===== config.mk =====
export PLATFORM = sky130hd
export DESIGN_NAME = rgb_to_hsl_converter_flat
export DESIGN_NICKNAME = d
export VERILOG_FILES = /design/src/rth_pkg.sv /design/src/rth_if.sv /design/src/rth_front.sv /design/src/rth_div_cell.sv /design/src/rgb_to_hsl_converter.sv /design/src/flat_wrapper.sv
export SDC_FILE = /design/constraint.sdc
export NUM_CORES = 2
export LEC_CHECK = 0
export BUFFER_PORTS_ARGS = -buffer_cell sky130_fd_sc_hd__buf_2
export CORE_MARGIN = 1
export CORE_UTILIZATION = 60
export DETAILED_ROUTE_END_ITERATION = 12
export HOLD_SLACK_MARGIN = 0.15
export PLACE_DENSITY = 0.76
export SYNTH_ARGS = -nofsm -noshare
export SYNTH_HDL_FRONTEND = slang
export SYNTH_SLANG_ARGS = --single-unit

===== constraint.sdc =====
create_clock -name clk -period 54.4 [get_ports clk]
set_clock_uncertainty 0.1 [all_clocks]
set_input_delay 2.72 -clock clk [delete_from_list [all_inputs] [get_ports clk]]
set_output_delay 2.72 -clock clk [all_outputs]
set_load 0.03 [all_outputs]

===== src/rth_pkg.sv =====
`timescale 1ns / 1ps
// Shared types and constants for the RGB to HSL converter.
// No dependencies; used by every other file in src.
package rth_pkg;

  localparam int ChanW   = 8;   // input channel width
  localparam int HueW    = 16;  // hue result width
  localparam int FracW   = 17;  // saturation / lightness width
  localparam int QuoW    = 18;  // quotient bits: one integer bit and 17 fraction bits
  localparam int DvsW    = 11;  // divisor width, largest divisor is 6*255
  localparam int RemW    = 12;  // partial remainder, below twice the divisor
  localparam int NumLanes = 3;

  // lane order inside the divider chain
  localparam int LaneHue = 0;
  localparam int LaneSat = 1;
  localparam int LaneLig = 2;

  // full-scale lightness divisor, 2*255
  localparam logic [DvsW-1:0] LigDvs = DvsW'(510);

  // one division in flight: partial remainder, divisor, quotient so far
  typedef struct packed {
    logic [RemW-1:0] rem;
    logic [DvsW-1:0] dvs;
    logic [QuoW-1:0] quo;
  } lane_t;

  typedef lane_t [NumLanes-1:0] lanes_t;

endpackage


===== src/rth_if.sv =====
`timescale 1ns / 1ps
// Valid/ready channel interfaces for pixels in and HSL results out.
// Depends on rth_pkg for field widths.
interface rth_pix_if;
  logic                       valid;
  logic                       ready;
  logic [rth_pkg::ChanW-1:0]  red;
  logic [rth_pkg::ChanW-1:0]  green;
  logic [rth_pkg::ChanW-1:0]  blue;
  modport source (output valid, red, green, blue, input ready);
  modport sink   (input valid, red, green, blue, output ready);
endinterface

interface rth_hsl_if;
  logic                       valid;
  logic                       ready;
  logic [rth_pkg::HueW-1:0]   hue;
  logic [rth_pkg::FracW-1:0]  saturation;
  logic [rth_pkg::FracW-1:0]  lightness;
  modport source (output valid, hue, saturation, lightness, input ready);
  modport sink   (input valid, hue, saturation, lightness, output ready);
endinterface


===== src/rth_front.sv =====
`timescale 1ns / 1ps
// Front cell: max/min, spread and the three dividend/divisor pairs.
// Depends on rth_pkg; feeds the first rth_div_cell.
module rth_front (
  input  logic                      clk,
  input  logic                      rst_n,
  input  logic                      en,
  input  logic                      in_vld,
  input  logic [rth_pkg::ChanW-1:0] red,
  input  logic [rth_pkg::ChanW-1:0] green,
  input  logic [rth_pkg::ChanW-1:0] blue,
  output logic                      vld_r,
  output rth_pkg::lanes_t           lanes_r
);

  logic [rth_pkg::ChanW-1:0] mx, mn, d;
  logic [8:0]                sum;
  logic [rth_pkg::DvsW-1:0]  d6, hnum, sden;
  logic                      grey;
  rth_pkg::lanes_t           lanes_nxt;
  logic                      vld_nxt;

  // find extremes and derived terms
  always_comb begin
    mx = red;
    mn = red;
    if (green > mx) mx = green;
    if (blue > mx)  mx = blue;
    if (green < mn) mn = green;
    if (blue < mn)  mn = blue;
    d    = mx - mn;
    sum  = {1'b0, mx} + {1'b0, mn};
    grey = (mx == mn);
    d6   = {2'b00, d, 1'b0} + {1'b0, d, 2'b00};
    sden = (sum > 9'd255) ? (rth_pkg::DvsW'(510) - {2'b00, sum}) : {2'b00, sum};
    if (mx == red) begin
      if (green >= blue) hnum = {3'b000, green - blue};
      else               hnum = d6 - {3'b000, blue - green};
    end else if (mx == green) begin
      hnum = {2'b00, d, 1'b0} + {3'b000, blue} - {3'b000, red};
    end else begin
      hnum = {1'b0, d, 2'b00} + {3'b000, red} - {3'b000, green};
    end
  end

  // load the lanes; a grey pixel divides zero by one in the hue and saturation lanes
  always_comb begin
    lanes_nxt = '0;
    lanes_nxt[rth_pkg::LaneHue].rem = grey ? '0 : {1'b0, hnum};
    lanes_nxt[rth_pkg::LaneHue].dvs = grey ? rth_pkg::DvsW'(1) : d6;
    lanes_nxt[rth_pkg::LaneSat].rem = grey ? '0 : rth_pkg::RemW'(d);
    lanes_nxt[rth_pkg::LaneSat].dvs = grey ? rth_pkg::DvsW'(1) : sden;
    lanes_nxt[rth_pkg::LaneLig].rem = rth_pkg::RemW'(sum);
    lanes_nxt[rth_pkg::LaneLig].dvs = rth_pkg::LigDvs;
    vld_nxt = in_vld;
  end

  always_ff @(posedge clk) begin
    if (!rst_n) begin
      vld_r <= 1'b0;
    end else if (en) begin
      vld_r <= vld_nxt;
    end
  end

  always_ff @(posedge clk) begin
    if (en) begin
      lanes_r <= lanes_nxt;
    end
  end

endmodule


===== src/rth_div_cell.sv =====
`timescale 1ns / 1ps
// Divider cell: one restoring quotient bit for each of the three lanes.
// Depends on rth_pkg; chained in the top level.
module rth_div_cell (
  input  logic            clk,
  input  logic            rst_n,
  input  logic            en,
  input  logic            vld_i,
  input  rth_pkg::lanes_t lanes_i,
  output logic            vld_r,
  output rth_pkg::lanes_t lanes_r
);

  rth_pkg::lanes_t lanes_nxt;

  // compare, subtract, double, shift in the quotient bit
  always_comb begin
    for (int l = 0; l < rth_pkg::NumLanes; l++) begin
      logic                     bit_q;
      logic [rth_pkg::RemW-1:0] diff;
      bit_q = (lanes_i[l].rem >= {1'b0, lanes_i[l].dvs});
      diff  = bit_q ? (lanes_i[l].rem - {1'b0, lanes_i[l].dvs}) : lanes_i[l].rem;
      lanes_nxt[l].rem = {diff[rth_pkg::RemW-2:0], 1'b0};
      lanes_nxt[l].dvs = lanes_i[l].dvs;
      lanes_nxt[l].quo = {lanes_i[l].quo[rth_pkg::QuoW-2:0], bit_q};
    end
  end

  always_ff @(posedge clk) begin
    if (!rst_n) begin
      vld_r <= 1'b0;
    end else if (en) begin
      vld_r <= vld_i;
    end
  end

  always_ff @(posedge clk) begin
    if (en) begin
      lanes_r <= lanes_nxt;
    end
  end

endmodule


===== src/rgb_to_hsl_converter.sv =====
`timescale 1ns / 1ps
// Top level of the RGB to HSL converter: front cell, divider cell chain, output register.
// Depends on rth_pkg, rth_if, rth_front and rth_div_cell.
//
//   channel  | beat fields                        | handshake
//   in_pix   | red, green, blue (8 bits each)     | valid / ready
//   out_hsl  | hue 16, saturation 17, lightness 17| valid / ready
//
// One pixel per cycle sustained while the output does not stall; an accepted
// input beat passes through 20 register stages (front cell, 18 divider
// cells, output register), the cell count set by the 18 quotient bits.
// Synchronous active-low reset clears all valid bits.
// A stalled output register freezes the whole chain; in_pix.ready is
// low only while a result waits and out_hsl.ready is low.
module rgb_to_hsl_converter (
  input logic       clk,
  input logic       rst_n,
  rth_pix_if.sink   in_pix,
  rth_hsl_if.source out_hsl
);

  localparam int NCells = rth_pkg::QuoW;

  logic                        en;
  logic                        vld [0:NCells];
  rth_pkg::lanes_t             stg [0:NCells];
  logic                        out_vld_r;
  logic [rth_pkg::HueW-1:0]    hue_r, hue_nxt;
  logic [rth_pkg::FracW-1:0]   sat_r, sat_nxt, lig_r, lig_nxt;
  logic [rth_pkg::HueW:0]      hue_rnd;

  // advance the chain unless a result is held
  assign en           = !out_vld_r || out_hsl.ready;
  assign in_pix.ready = en;

  rth_front u_front (
    .clk     (clk),
    .rst_n   (rst_n),
    .en      (en),
    .in_vld  (in_pix.valid),
    .red     (in_pix.red),
    .green   (in_pix.green),
    .blue    (in_pix.blue),
    .vld_r   (vld[0]),
    .lanes_r (stg[0])
  );

  for (genvar i = 0; i < NCells; i++) begin : g_cell
    rth_div_cell u_cell (
      .clk     (clk),
      .rst_n   (rst_n),
      .en      (en),
      .vld_i   (vld[i]),
      .lanes_i (stg[i]),
      .vld_r   (vld[i+1]),
      .lanes_r (stg[i+1])
    );
  end

  // round half up from the extra quotient bit; wrap a full-turn hue
  always_comb begin
    hue_rnd = (rth_pkg::HueW+1)'(({1'b0, stg[NCells][rth_pkg::LaneHue].quo} + 19'd1) >> 1);
    sat_nxt = rth_pkg::FracW'(({1'b0, stg[NCells][rth_pkg::LaneSat].quo} + 19'd1) >> 1);
    lig_nxt = rth_pkg::FracW'(({1'b0, stg[NCells][rth_pkg::LaneLig].quo} + 19'd1) >> 1);
    hue_nxt = hue_rnd[rth_pkg::HueW] ? '0 : hue_rnd[rth_pkg::HueW-1:0];
  end

  always_ff @(posedge clk) begin
    if (!rst_n) begin
      out_vld_r <= 1'b0;
    end else if (en) begin
      out_vld_r <= vld[NCells];
    end
  end

  always_ff @(posedge clk) begin
    if (en) begin
      hue_r <= hue_nxt;
      sat_r <= sat_nxt;
      lig_r <= lig_nxt;
    end
  end

  assign out_hsl.valid      = out_vld_r;
  assign out_hsl.hue        = hue_r;
  assign out_hsl.saturation = sat_r;
  assign out_hsl.lightness  = lig_r;

`ifndef SYNTHESIS
  a_sat_range: assert property (@(posedge clk) disable iff (!rst_n)
    out_vld_r |-> (sat_r <= 17'd65536)) else $error("saturation above full scale");
  a_lig_range: assert property (@(posedge clk) disable iff (!rst_n)
    out_vld_r |-> (lig_r <= 17'd65536)) else $error("lightness above full scale");
  a_hold: assert property (@(posedge clk) disable iff (!rst_n)
    (out_vld_r && !out_hsl.ready) |=> ($stable(vld[NCells]) && out_vld_r && $stable(hue_r)))
    else $error("chain moved while output held");
  a_src: assert property (@(posedge clk) disable iff (!rst_n)
    $rose(out_vld_r) |-> $past(vld[NCells])) else $error("result without source beat");
`endif

endmodule

===== src/flat_wrapper.sv =====
// flat-port wrapper written by rule: the top's interface ports become plain ports
module rgb_to_hsl_converter_flat 
  (clk, rst_n, in_pix_valid, in_pix_red, in_pix_green, in_pix_blue, in_pix_ready, out_hsl_valid, out_hsl_hue, out_hsl_saturation, out_hsl_lightness, out_hsl_ready);
  rth_pix_if in_pix_i ();
  rth_hsl_if out_hsl_i ();
  input logic clk;
  input logic rst_n;
  input wire logic [$bits(in_pix_i.valid)-1:0] in_pix_valid;
  input wire logic [$bits(in_pix_i.red)-1:0] in_pix_red;
  input wire logic [$bits(in_pix_i.green)-1:0] in_pix_green;
  input wire logic [$bits(in_pix_i.blue)-1:0] in_pix_blue;
  output wire logic [$bits(in_pix_i.ready)-1:0] in_pix_ready;
  output wire logic [$bits(out_hsl_i.valid)-1:0] out_hsl_valid;
  output wire logic [$bits(out_hsl_i.hue)-1:0] out_hsl_hue;
  output wire logic [$bits(out_hsl_i.saturation)-1:0] out_hsl_saturation;
  output wire logic [$bits(out_hsl_i.lightness)-1:0] out_hsl_lightness;
  input wire logic [$bits(out_hsl_i.ready)-1:0] out_hsl_ready;
  assign in_pix_i.valid = in_pix_valid;
  assign in_pix_i.red = in_pix_red;
  assign in_pix_i.green = in_pix_green;
  assign in_pix_i.blue = in_pix_blue;
  assign in_pix_ready = in_pix_i.ready;
  assign out_hsl_valid = out_hsl_i.valid;
  assign out_hsl_hue = out_hsl_i.hue;
  assign out_hsl_saturation = out_hsl_i.saturation;
  assign out_hsl_lightness = out_hsl_i.lightness;
  assign out_hsl_i.ready = out_hsl_ready;
  rgb_to_hsl_converter u_core (.clk(clk), .rst_n(rst_n), .in_pix(in_pix_i), .out_hsl(out_hsl_i));
endmodule

Word-level counts from Yosys, hierarchy flattened
Cells that the tools add are included.
{"block": "word_totals", "regBits": 1549}
{"block": "op_classes", "addsub": 65, "n_lt_le_gt_ge": 60, "eq_ne": 3, "n_mux": 59, "bitwise": 1, "n_reduce_logical": 3}
{"op": "$mux 11", "n": 53}
{"op": "$ge 12x11->1", "n": 34}
{"op": "$sub 11x11->11", "n": 33}
{"op": "$ge 12x9->1 const B", "n": 17}
{"op": "$sub 11x9->11 const B", "n": 16}
{"op": "$add 18x1->18 const B", "n": 3}
{"op": "$mux 8", "n": 4}
{"op": "$eq 8x8->1", "n": 3}
{"op": "$sub 8x8->8", "n": 3}
{"op": "$sub 11x8->11", "n": 2}
{"op": "$mux 9", "n": 2}
{"op": "$gt 8x8->1", "n": 2}
{"op": "$lt 8x8->1", "n": 2}
{"op": "$add 10x8->11", "n": 1}
{"op": "$add 9x10->11", "n": 1}
{"op": "$ge 11x11->1", "n": 1}
{"op": "$ge 8x11->1", "n": 1}
{"op": "$sub 10x8->11", "n": 1}
{"op": "$sub 8x11->11", "n": 1}
{"op": "$add 9x8->10", "n": 1}
{"op": "$sub 9x9->10 const A", "n": 1}
{"op": "$sub 9x9->10 const B", "n": 1}
{"op": "$add 8x8->9", "n": 1}
{"op": "$ge 9x9->1 const B", "n": 1}
{"op": "other kinds (6)", "n": 6}

Depth between registers and ports, before layout
{"block": "logic_depth", "word_depth": 9, "mapped_depth": 38, "ltp_nobuf": 36}

Hierarchy
From an unflattened synthesis, not the netlist that was laid out.
{"block": "hier_totals", "hier_cells": 8438, "area_unflattened_um2": 112954.6}
{"mod": "rth_div_cell at u_core.g_cell[13].u_cell ...", "instances": 11, "cells_each": 413, "area_each_um2": 5735.5}
{"mod": "rth_div_cell at u_core.g_cell[0].u_cell ...", "instances": 7, "cells_each": 416, "area_each_um2": 5763.0}
{"mod": "rth_front", "instances": 1, "cells_each": 777, "area_each_um2": 6955.4}
{"mod": "rgb_to_hsl_converter", "instances": 1, "cells_each": 206, "area_each_um2": 2567.5}

Worst setup path before layout
OpenSTA, ideal clock, no wires.
{"block": "synth_timing", "path_kind": "input port to output port", "from": "input port out_hsl_ready", "to": "output port in_pix_ready", "t_arrival_ps": 43292, "setup_slack_ps": 8288, "cell_stages": 3, "n_path_buf": 1, "path_cell_list": "nor2b_1 inv_1 clkbuf_1"}
{"block": "synth_between", "elab_chain_cells": 1}
{"item": "from (decl)", "line": "flat_wrapper.sv:17", "text": "input wire logic [$bits(out_hsl_i.ready)-1:0] out_hsl_ready;"}
{"item": "$logic_or 1x1->1", "line": "rgb_to_hsl_converter.sv:33", "text": "assign en = !out_vld_r || out_hsl.ready;"}
{"item": "to (decl)", "line": "flat_wrapper.sv:12", "text": "output wire logic [$bits(in_pix_i.ready)-1:0] in_pix_ready;"}
No other way between the ends.

Final worst setup path
{"block": "layout_timing", "from": "input port in_pix_green[1]", "to": "register u_core.u_front.lanes_r[38] (netlist name), data pin"}
{"block": "layout_between", "elab_chain_cells": 9, "elab_cells_between_ends": 23, "classes_between": "add/sub (8); order compare (5); eq/ne (3); mux (7)"}
{"item": "from (decl)", "line": "flat_wrapper.sv:10", "text": "input wire logic [$bits(in_pix_i.green)-1:0] in_pix_green;"}
{"item": "$gt 8x8->1 / $lt 8x8->1 (equally long branches)", "line": "rth_front.sv:27, rth_front.sv:29"}
{"item": "$mux 8 (on tied branches)", "line": "rth_front.sv:27, rth_front.sv:29"}
{"item": "$gt 8x8->1 / $lt 8x8->1 (equally long branches)", "line": "rth_front.sv:28, rth_front.sv:30"}
{"item": "$mux 8 (on tied branches)", "line": "rth_front.sv:28, rth_front.sv:30"}
{"item": "$sub 8x8->8 (*)", "line": "rth_front.sv:31", "text": "d = mx - mn;"}
{"item": "named net u_core.u_front.d (one bit)", "line": "rth_front.sv:16", "text": "logic [rth_pkg::ChanW-1:0] mx, mn, d;"}
{"item": "$add 10x8->11 (tied with other cells)", "line": "rth_front.sv:42", "text": "hnum = {1'b0, d, 2'b00} + {3'b000, red} - {3'b000, green};"}
{"item": "$sub 11x8->11 (tied with other cells)", "line": "rth_front.sv:42"}
{"item": "$mux 11 (on tied branches)", "line": "rth_front.sv:39, rth_front.sv:37"}
{"item": "$mux 11 (*)", "line": "rth_front.sv:36", "text": "if (mx == red) begin"}
{"item": "to (signal assigned)", "line": "rth_front.sv:68", "text": "lanes_r <= lanes_nxt;"}
{"item": "to (decl)", "line": "rth_front.sv:13", "text": "output rth_pkg::lanes_t lanes_r"}
The timed path passes the listed nets; every way through them passes the cells marked *.
A chain may end at the register's enable or synchronous reset.

==> results.json <==
{
  "die_h_um": 347,
  "synthSimpleGateAreaFrac_pct": 8.83,
  "crit_slowest_cell": "a211oi_2",
  "avgViaCountPerCell": 5.49,
  "ys_ff_latch": 1504,
  "first_pass_iters": 5,
  "ys_async_sr_fraction_pct": 0,
  "yosysSeqAreaShare_pct": 62.9,
  "postCtsSetupBuffers": 0,
  "first_global_vias": 41500,
  "nets": 6442,
  "synth_top_family_by_area": "adder cells",
  "drtIter0Drc": 2680,
  "critPathArrivalTime_ps": 11060,
  "synthMuxAreaShare_pct": 0.513,
  "r2r_slack_ps": 48810,
  "critPathKind": "in2reg",
  "mostFrequentLayoutCell": "edfxtp_1",
  "worstHoldEndpoint": "u_core.g_cell[12].u_cell.lanes_r[45]$_DFFE_PP_",
  "place_area_um2": 74000,
  "max_slew.worst_pin.slew_ps": 1120,
  "root_buffer": "clkbuf_16",
  "syn_nets": 6246,
  "n_fill_cell": 8130,
  "synth_flop_cell": "edfxtp_1",
  "r2r_end": "u_core.g_cell[13].u_cell.lanes_r[2]$_DFFE_PP_",
  "drv_cap": 0,
  "finalSetupViolations": 0,
  "synth_edf_count": 1484,
  "diodes": 0,
  "r2r_start": "u_core.out_hsl.valid$_SDFFE_PN0P_",
  "cts_tree": "yes",
  "ant_nets": 0,
  "required_ps": 54780,
  "postSynthCellCount": 5671,
  "fp.coreArea_um2": 118000,
  "syn_area_um2": 71400,
  "insertion_delay_ps": 750,
  "final_cell_mix": "1484 x edfxtp_1, 685 x inv_1, 591 x nand2_1",
  "grt_use_total_pct": 20.2,
  "fp-row-count": 126,
  "fin_area_um2": 79000,
  "synth_compound_area_share_pct": 10.0,
  "r2r_cells": 7,
  "critPathBufInv": 4,
  "drv_slew": 0,
  "hpwl_mm": 84.5,
  "crit_path_max_incr_delay_ps": 830,
  "drt-total-wl_mm": 120,
  "cts_resized": 0,
  "grt_setup_unrepaired": "no",
  "synth-xor-area-share_pct": 3.38,
  "cts_buffer_depth": 3,
  "gp_congestion": 0.881,
  "cts_hold_buf": 0,
  "critPathLaunchType": "input port",
  "htreeDepth": 4,
  "yosys_warnings": 0,
  "grt_pass1_wl_mm": 198,
  "synth_fa_ha_area_share_pct": 10.2,
  "yosysUniqueCellTypes": 59,
  "crit_path_end_kind": "flip-flop",
  "globalRoute.totalOverflow": 0,
  "vias": 41300,
  "die_area_um2": 120000,
  "hp-class": "reg2reg",
  "antenna_found_initial": 0,
  "syn_avg_cell_area_um2": 12.6,
  "dp_cells": 7248,
  "start_util_pct": 60.5,
  "clock.fmax_ghz": 0.0936,
  "tns_ps": 0,
  "io-pin-count": 80,
  "layout.cells.non_filler": 7526,
  "cts_made_buffers": 153,
  "fin_worst_hold_slack_ps": 300,
  "wl_per_cell_um": 16.0,
  "clock-sinks": 1504,
  "max_slew_margin_pct": 25.5,
  "cts.clk_slew.worst_paths_ps": 60,
  "status": "finished clean",
  "syn_to_final_growth_pct": 10.6,
  "grt_max_degree": 206,
  "cp_max_fo": 16,
  "holdPathStages": 0,
  "period_minus_slack_ps": 10690,
  "layout-drive-gt1-share_pct": 7.40,
  "dieWidth_um": 347,
  "min_period_over_period_pct": 19.6,
  "drcViolationCount": 0,
  "hp-start": "u_core.g_cell[11].u_cell.lanes_r[44]$_DFFE_PP_",
  "final_hold_viol_count": 0,
  "portBuffers": 79,
  "critPathTopFamily": "compound AO/OA/AOI/OAI gates"
}
## cell type report
| type | count | area, um2 | share of cell area, % |
|---|---|---|---|
| Multi-Input combinational cell | 3384 | 23700 | 30.0 |
| Clock inverter | 94 | 921 | 1.17 |
| Timing Repair Buffer | 135 | 841 | 1.06 |
| Sequential cell | 1504 | 45000 | 56.9 |
| Inverter | 689 | 2600 | 3.29 |
| Clock buffer | 184 | 4040 | 5.11 |
| Tap cell | 1536 | 1920 | 2.43 |
## worst max path at each step
| stage | from | endpoint | slack (ps) | cells after the start |
|---|---|---|---|---|
| after floorplan | out_hsl_ready | in_pix_ready | 8290 | 3 |
| after global placement | in_pix_green[1] | u_core.u_front.lanes_r[38]$_SDFFCE_PP0P_ | 42980 | 31 |
| after detailed placement | in_pix_green[1] | u_core.u_front.lanes_r[38]$_SDFFCE_PP0P_ | 42950 | 31 |
| after CTS | in_pix_green[1] | u_core.u_front.lanes_r[38]$_SDFFCE_PP0P_ | 43710 | 31 |
| after global routing | in_pix_green[1] | u_core.u_front.lanes_r[38]$_SDFFCE_PP0P_ | 43100 | 33 |
| final | in_pix_green[1] | u_core.u_front.lanes_r[38]$_SDFFCE_PP0P_ | 43710 | 32 |
## cell families (layout without fill, tap and decap cells)
| kind of cell | count (synthesis) | count (layout) |
|---|---|---|
| AOI/OAI and AO/OA | 1123 | 1123 |
| buffers and inverters | 783 | 1102 |
| xor gates and xnor gates | 271 | 271 |
| muxes | 36 | 36 |
| DFF | 1504 | 1504 |
| adders and majority gates | 548 | 548 |
| and+or+nand+nor | 1406 | 1406 |
## flip-flops by register name (all words and copies together) (netlist names)
| name | cells |
|---|---|
| u_core.out_hsl.saturation | 17 |
| u_core.out_hsl.valid | 1 |
| u_core.out_hsl.hue | 16 |
| u_core.u_front.lanes_r | 48 |
| u_core.g_cell.u_cell.lanes_r | 1386 |
| u_core.g_cell.u_cell.vld_r | 18 |
| u_core.u_front.vld_r | 1 |
| u_core.out_hsl.lightness | 17 |
## layer usage
layer | vias to the layer above | GRT usage [%] | part of all wire, %
li1 | 20700 | - | -
met1 | 19800 | 23.0 | 41
met2 | 616 | 38.4 | 54
met3 | 216 | 2.68 | 2.8
met4 | 0 | 7.12 | 2.6
met5 | - | 0 | 0
## synth_stat cells (all sizes together), types with 8 or more instances
cell type  count  area, um2
fa            55       1100
o21bai        43        323
clkbuf        91        342
nor2b        107        669
nand4         91        569
edfxtp      1484      44600
xor2         114        998
a21o          88        661
and3          45        282
or2           31        194
mux2i         31        310
o31ai        163       1220
dfxtp         20        400
nor2         376       1410
a21oi        154        786
o21a          43        323
a2111oi       32        280
a21boi       151       1130
ha           492       6160
o22ai         32        200
o21ai        376       1890
nand2        591       2220
xnor2        156       1400
a211oi        19        148
inv          688       2580
or3           21        131
nand2b        49        307
nand3         61        305
nor3           8       40.0
and2          12       75.1
## metrics by stage
| stage | util (%) | setup slack, ps |
|---|---|---|
| 6_report | 66.9 | 43710 |
| 5_1_grt | 66.9 | 43100 |
| 4_1_cts | 66.9 | 43710 |
| 3_5_place_dp | 62.7 | 42950 |
| 3_3_place_gp | 62.7 | 42980 |
| 2_1_floorplan | - | 8290 |
Power is left out: the tool's default activity adds up to more than one toggle a clock period on the data nets, which glitch-free logic cannot reach.
